<file path="config.mk">
export PLATFORM = sky130hd
export DESIGN_NAME = mlfq_ptrs
export DESIGN_NICKNAME = d
export VERILOG_FILES = /design/src/hw/rtl/mlfq_pkg.sv /design/src/hw/rtl/mlfq_ptrs.sv
export SDC_FILE = /design/constraint.sdc
export NUM_CORES = 1
export LEC_CHECK = 0
export BUFFER_PORTS_ARGS = -buffer_cell sky130_fd_sc_hd__buf_2
export CAP_MARGIN = 20
export CORE_AREA = 2 2 118 120
export CTS_CLUSTER_SIZE = 30
export DETAILED_ROUTE_END_ITERATION = 10
export DIE_AREA = 0 0 120 122
export PLACE_DENSITY = 0.51
export SLEW_MARGIN = 20
export SYNTH_ARGS = -nofsm -noshare
export SYNTH_HDL_FRONTEND = slang
export SYNTH_SLANG_ARGS = --single-unit
export TNS_END_PERCENT = 10
</file>
<file path="constraint.sdc">
create_clock -name clk -period 2.4 [get_ports clk]
set_input_delay 0 -clock clk [delete_from_list [all_inputs] [get_ports clk]]
set_output_delay 0 -clock clk [all_outputs]
set_load 0.02 [all_outputs]
</file>
<file path="src/hw/rtl/mlfq_pkg.sv">
package mlfq_pkg;

    // Sizing of the queue store
    localparam int LEVELS      = 4;
    localparam int QUEUE_DEPTH = 64;
    localparam int LVL_W       = (LEVELS > 1) ? $clog2(LEVELS) : 1;
    localparam int PTR_W       = (QUEUE_DEPTH > 1) ? $clog2(QUEUE_DEPTH) : 1;
    localparam int CNT_W       = $clog2(QUEUE_DEPTH + 1);
    localparam int STORE_DEPTH = LEVELS * QUEUE_DEPTH;
    localparam int ADDR_W      = $clog2(STORE_DEPTH);

    // Field widths fixed by the interface
    localparam int ID_W      = 8;
    localparam int WORK_W    = 10;
    localparam int ENTRY_W   = ID_W + WORK_W;
    localparam int STATUS_W  = 3;
    localparam int RUN_LVL_W = 2;
    localparam int NL_W      = 3;
    localparam int QUANT_W   = 10;
    localparam int QUANTS    = 4;
    localparam int CFG_IDX_W = 3;
    localparam int CFG_DATA_W = 10;

    // Configuration register indexes
    localparam logic [CFG_IDX_W-1:0] CFG_NUM_LEVELS = 3'd0;
    localparam logic [CFG_IDX_W-1:0] CFG_QUANTUM0   = 3'd1;
    localparam logic [CFG_IDX_W-1:0] CFG_QUANTUM3   = 3'd4;

    // Commands
    localparam logic CMD_ADD      = 1'b0;
    localparam logic CMD_DISPATCH = 1'b1;

    typedef enum logic [STATUS_W-1:0] {
        ST_ADDED    = 3'd0,
        ST_SLICE    = 3'd1,
        ST_FINISHED = 3'd2,
        ST_IDLE     = 3'd3,
        ST_REJECTED = 3'd4,
        ST_BLOCKED  = 3'd5
    } status_t;

    // One pointer-table operation per cycle
    typedef struct packed {
        logic             pop;
        logic             push;
        logic [LVL_W-1:0] lvl;
    } ptr_op_t;

    function automatic logic [ADDR_W-1:0] store_addr(input logic [LVL_W-1:0] lvl,
                                                     input logic [PTR_W-1:0] ptr);
        logic [ADDR_W-1:0] base;
        base = ADDR_W'(lvl) * ADDR_W'(QUEUE_DEPTH);
        return base + ADDR_W'(ptr);
    endfunction

endpackage

</file>
<file path="src/hw/rtl/mlfq_ptrs.sv">
module mlfq_ptrs (
    input  logic                           clk,
    input  logic                           rst_n,
    input  mlfq_pkg::ptr_op_t              op,
    output logic [mlfq_pkg::LEVELS-1:0]    nonempty,
    output logic [mlfq_pkg::LEVELS-1:0]    full,
    output logic [mlfq_pkg::PTR_W-1:0]     head,
    output logic [mlfq_pkg::PTR_W-1:0]     tail
);
    import mlfq_pkg::*;

    logic [PTR_W-1:0] head_reg [LEVELS];
    logic [PTR_W-1:0] tail_reg [LEVELS];
    logic [CNT_W-1:0] fill_reg [LEVELS];

    function automatic logic [PTR_W-1:0] ptr_inc(input logic [PTR_W-1:0] p);
        return (p == PTR_W'(QUEUE_DEPTH - 1)) ? '0 : p + 1'b1;
    endfunction

    // Per-level status and pointers of the selected level
    always_comb
    begin
        for (int i = 0; i < LEVELS; i++)
        begin
            nonempty[i] = (fill_reg[i] != '0);
            full[i]     = (fill_reg[i] == CNT_W'(QUEUE_DEPTH));
        end
        head = head_reg[op.lvl];
        tail = tail_reg[op.lvl];
    end

    // Pointer and count update
    always_ff @(posedge clk or negedge rst_n)
    begin
        if (!rst_n)
        begin
            for (int i = 0; i < LEVELS; i++)
            begin
                head_reg[i] <= '0;
                tail_reg[i] <= '0;
                fill_reg[i] <= '0;
            end
        end
        else if (op.pop)
        begin
            head_reg[op.lvl] <= ptr_inc(head_reg[op.lvl]);
            fill_reg[op.lvl] <= fill_reg[op.lvl] - 1'b1;
        end
        else if (op.push)
        begin
            tail_reg[op.lvl] <= ptr_inc(tail_reg[op.lvl]);
            fill_reg[op.lvl] <= fill_reg[op.lvl] + 1'b1;
        end
    end

endmodule

</file>
=== After elaboration in Yosys (flattened, before gate mapping) ===
Index checks and enable logic that the tools add are counted.

* Add/subtract/negate cells: 4
* $lt $le $gt $ge: 2
* Equal/unequal tests: 6
* Multiplexer cells: 21
* Bitwise operators: 2
* Reductions and logical operators: 7

{| class="wikitable"
|+ Operator list
! cell !! number
|-
| $bwmux W28 || 2
|-
| $mux W28 || 2
|-
| $bwmux W24 || 2
|-
| $mux W6 || 7
|-
| $eq A7 B7 Y1 const B || 4
|-
| $reduce_bool A7 Y1 || 4
|-
| $bmux W6 S2 || 2
|-
| $mux W7 || 3
|-
| $bmux W7 S2 || 1
|-
| $demux W7 S2 || 1
|-
| $add A6 B1 Y6 const B || 2
|-
| $demux W6 S2 || 1
|-
| $eq A6 B6 Y1 const B || 2
|-
| $add A7 B1 Y7 const B || 1
|-
| $sub A7 B1 Y7 const B || 1
|-
| $ge A3 B3 Y1 const B || 1
|-
| $lt A3 B1 Y1 const B || 1
|-
| $not A2 Y3 || 1
|-
| $reduce_and A2 Y1 || 1
|-
| $reduce_bool A2 Y1 || 1
|-
| $logic_and A1 B1 Y1 || 1
|-
| $not A1 Y1 || 1
|}

* Flip-flop bits (word level): 76
* Output and inout bits: 20

=== Depth between registers and ports, before layout ===
* Depth in word-level cells: 8
* Depth in mapped cells: 8
* Depth with buffers taken out: 7

=== Least setup slack after synthesis ===
No wires, ideal clock.

* Path type: register -> register
* From: reg (tool-made name)
* To: reg fill_reg[11] (netlist name)
* Library setup time: 0.125 ns
* Data arrival time: 1.892 ns
* Data required time: 2.275 ns
* Slack: 0.383 ns
* Cell stages (with the launch flop): 8
* Path buffers: 0
* Clock period less this slack: 2.017 ns
* Path through: dfrtp_1 > mux4_2 > ha_1 > nor2b_1 > and3_4 > a31oi_4 > xnor2_1 > mux2_2

{| class="wikitable"
|+ RTL lines
! element !! line !! source
|-
| end signal, assigned by index || mlfq_ptrs.sv:47 || <nowiki>fill_reg[op.lvl] <= fill_reg[op.lvl] - 1'b1;</nowiki>
|-
| end signal, assigned by index || mlfq_ptrs.sv:52 || <nowiki>fill_reg[op.lvl] <= fill_reg[op.lvl] + 1'b1;</nowiki>
|-
| end, declared || mlfq_ptrs.sv:14 || <nowiki>logic [CNT_W-1:0] fill_reg [LEVELS];</nowiki>
|}

==> impl_results.md <==
- Status: completed
- Io pins: 26
- Worst Setup Start Kind: flop
- Critical Path AT: 2400 ps
- Die X-Extent: 120 um
- Gate Count Post-Synth: 368
- Via Count: 2917
- Area leader, netlist: dfrtp_1
- Final min period: 2190 ps
- CP Max Fanout: 4
- Final Wtd Congestion: 0.877
- Internal power: 3.21 mW
- Worst slew pin tran: 619 ps
- H-tree depth: 3
- Yosys cell types: 41
- Critical path endpoint category: flop
- Worst hold start: op[2]
- Critical path's top delay family: multiplexers
- Sum Neg Setup Slack: 0 ps
- Full die area: 14600 um2
- Final wirelength: 9730 um
- First-pass GRT wire length: 16300 um
- Vias per inst: 5.03
- CTS tree: yes
- Fin nets: 406
- Root Driver: clkbuf_16
- RR Endpoint: fill_reg[25]
- Cell leakage power: 1.92 nW
- RSZ-0062 raised after global routing: false
- Grt ovf: 0
- Synth top area cells: dfrtp_1, mux4_2, o21ai_0
- Post-synth top area share: 48.6%
- I/O Buffers: 25
- Final worst-path cycle share: 91.1%
- Initial Utilization: 29.0%
- Post-Syn Area: 3910 um2
- Syn_nets: 378
- # resized after CTS: 0
- HP Class: input pin to flop
- Clock transition at the registers of the reported paths: 50 ps
- Clock Power Share: 24.3%
- Initial antenna violation count: 0
- Met2 Resource Use GR: 24.3%
- CP bufs+invs: 0
- Number of global-route vias before repair: 3067
- N_diodes: 0
- R2R depth: 7
- Die span in y: 122 um
- FF+latch count, synth: 76
- Sequential area share after synthesis: 48.6%
- HPWL after DPL: 6870 um
- Clock latency on the worst-skew pair: 340 ps
- Mean Syn Cell Area: 10.6 um2
- Gr busiest metal: met2
- Worst-case clock buffer depth: 2
- FP Rows: 43
- Worst path max stage delay: 530 ps
- Relative slew slack: 58.6%
- Remaining DRCs: 0
- Final setup fails: 0
- GRT Total Usage: 14.5%
- Post-route antenna net violation count: 0
- Switch Pwr: 1.87 mW
- Switching share of power: 36.7%
- Slowest CP cell: mux4_2
- Combinational cell fraction of total power: 35.5%
- Synth warn: 0
- Critical path class: flop to flop
- Overall Power: 5.08 mW
- Met3 GRT Util: 2.81%
- Final hold viol count: 0
- M1 GR Usage: 17.7%
- Setup Skew: 8.31 ps
- Internal reg-to-reg setup slack: 210 ps
- Worst hold stages: 4
- Largest net degree at the start of global routing: 77
- FMAX: 457 MHz
- Initial DRC count: 193
- Share of power burned in registers: 40.3%
- Count of pins over their slew limit: 0
- DR WL/cell: 16.8 um
- Max-cap violations: 0
- Core Region: 13500 um2
- Drt first pass iters: 4
- Clock Sinks: 76
- Layout area overhead: 15.6%
- Critical Path, Cell by Cell: mux4_2, ha_1, nor2b_1, and3_4, a31oi_4, xnor2_1, mux2_2
- Cts bufs inserted: 9
- Peak supply drop: 0.323 mV
- Layout cells sized above 1: 20.0%
- Required time worst endpoint: 2620 ps
- Hold endpoint: fill_reg[1]
- Cell Pwr Density: 1120 nW/um2
==> routing by layer <==
layer	vias to the layer above	share of wire, %
met1	1448	44
met3	24	4.0
met2	77	49
li1	1368	-
met4	0	3.1
met5	-	0
==> worst min-delay path, cell delays in order <==
cell     delay [ps]
buf_2           100
mux2i_1         120
o21ai_0         150
o21ai_0          70
==> synth_stat cells <==
library cell,n
o21ai_0,55
o221ai_1,8
nand2_1,64
buf_1,1
clkbuf_1,10
mux2i_1,2
nor3_4,1
and4_1,4
a21o_1,1
nor3b_1,1
nand2b_1,5
o31ai_1,2
and3_1,1
xor2_1,6
nor2_1,25
nor2b_1,4
a21oi_1,8
o21bai_1,1
ha_1,4
nand3_1,8
a221o_1,2
or2_1,1
or3_1,1
o21a_1,1
buf_2,3
nor3_1,3
dfrtp_1,76
a31oi_4,1
mux4_2,20
mux2_2,8
xnor2_1,11
buf_6,4
o211ai_1,2
and3_4,1
nand4_1,1
o21ai_1,4
and2_1,5
or2_2,1
o22ai_1,2
inv_1,6
nand4b_1,4
==> stage by stage <==
step / std cells / cell area (um2) / setup slack, ps / utilization, % / hold slack [ps]
2_1_floorplan: 368 / 3910 / 383 / - / -296
3_3_place_gp: 563 / 4220 / 275 / 31.3 / 222
3_5_place_dp: 563 / 4220 / 230 / 31.3 / 234
4_1_cts: 579 / 4500 / 217 / 33.3 / 165
5_1_grt: 580 / 4520 / 117 / 33.5 / 221
6_report: 580 / 4520 / 214 / 33.5 / 165
==> power by group through the flow <==
| stage | combinational [mW] | sequential [mW] | clock (mW) |
|---|---|---|---|
| 2_1_floorplan | 1.43 | 1.94 | 0 |
| 3_3_place_gp | 1.76 | 2.05 | 0 |
| 3_5_place_dp | 1.79 | 2.06 | 0 |
| 4_1_cts | 1.80 | 2.05 | 1.26 |
| 5_1_grt | 2.02 | 2.11 | 1.32 |
| 6_report | 1.80 | 2.05 | 1.23 |
==> area by class of cell <==
| cell class | instances | area, um2 |
|---|---|---|
| fillers | 1391 | 8980 |
| flip-flops and latches | 76 | 1900 |
| multi-input cells | 268 | 1880 |
| clock buffers | 11 | 243 |
| well taps | 180 | 225 |
| repair buffers | 35 | 218 |
| clock inverters | 4 | 26.3 |
| inverters | 6 | 22.5 |
==> logic make-up after synthesis <==
logic type	after synthesis	share of synthesized area (%)
adder cells (fa/ha/maj)	4	1.28
flip-flops	76	48.6
XOR/XNOR	17	3.81
buffers and inverters	24	3.17
multiplexers	30	14.3
AO/OA/AOI/OAI	87	13.1
AND/OR/NAND/NOR	130	15.7
==> cells in the final DEF (no fill, tap or decap), types with 2 or more instances in the layout <==
cell	netlist	final
o21ai_0	55	55
nor2_1	25	25
nand2_1	64	64
and2_1	5	5
mux2i_1	2	2
mux2_2	8	8
xor2_1	6	6
buf_4	0	9
nand4b_1	4	4
xnor2_1	11	11
clkbuf_16	0	9
and4_1	4	4
o221ai_1	8	8
o211ai_1	2	2
inv_1	6	6
nor2b_1	4	4
buf_2	3	24
clkinv_2	0	2
o21ai_1	4	4
nand3_1	8	8
o22ai_1	2	2
nor3_1	3	3
a221o_1	2	2
dfrtp_1	76	76
mux4_2	20	20
ha_1	4	4
a21oi_1	8	8
nand2b_1	5	5
o31ai_1	2	2
==> how the worst max path moves through the flow <==
stage / start / end / slack [ps] / cells after the start
after global placement: fill_reg[1] / fill_reg[11] / 280 / 7
after CTS: flop / fill_reg[25] / 220 / 7
after detailed placement: op[0] / head_reg[22] / 230 / 8
after global routing: flop / fill_reg[26] / 120 / 5
after floorplan: flop / fill_reg[11] / 380 / 7
final: flop / fill_reg[25] / 210 / 7
==> timing repair <==
action | in CTS | in global routing
endpoints found under the hold margin | 76 | 0
hold buffers | 1 | 0
buffers inserted | 0 | 0
setup endpoints to repair | 0 | 0
No activity file was read; power rests on OpenSTA's default activity.
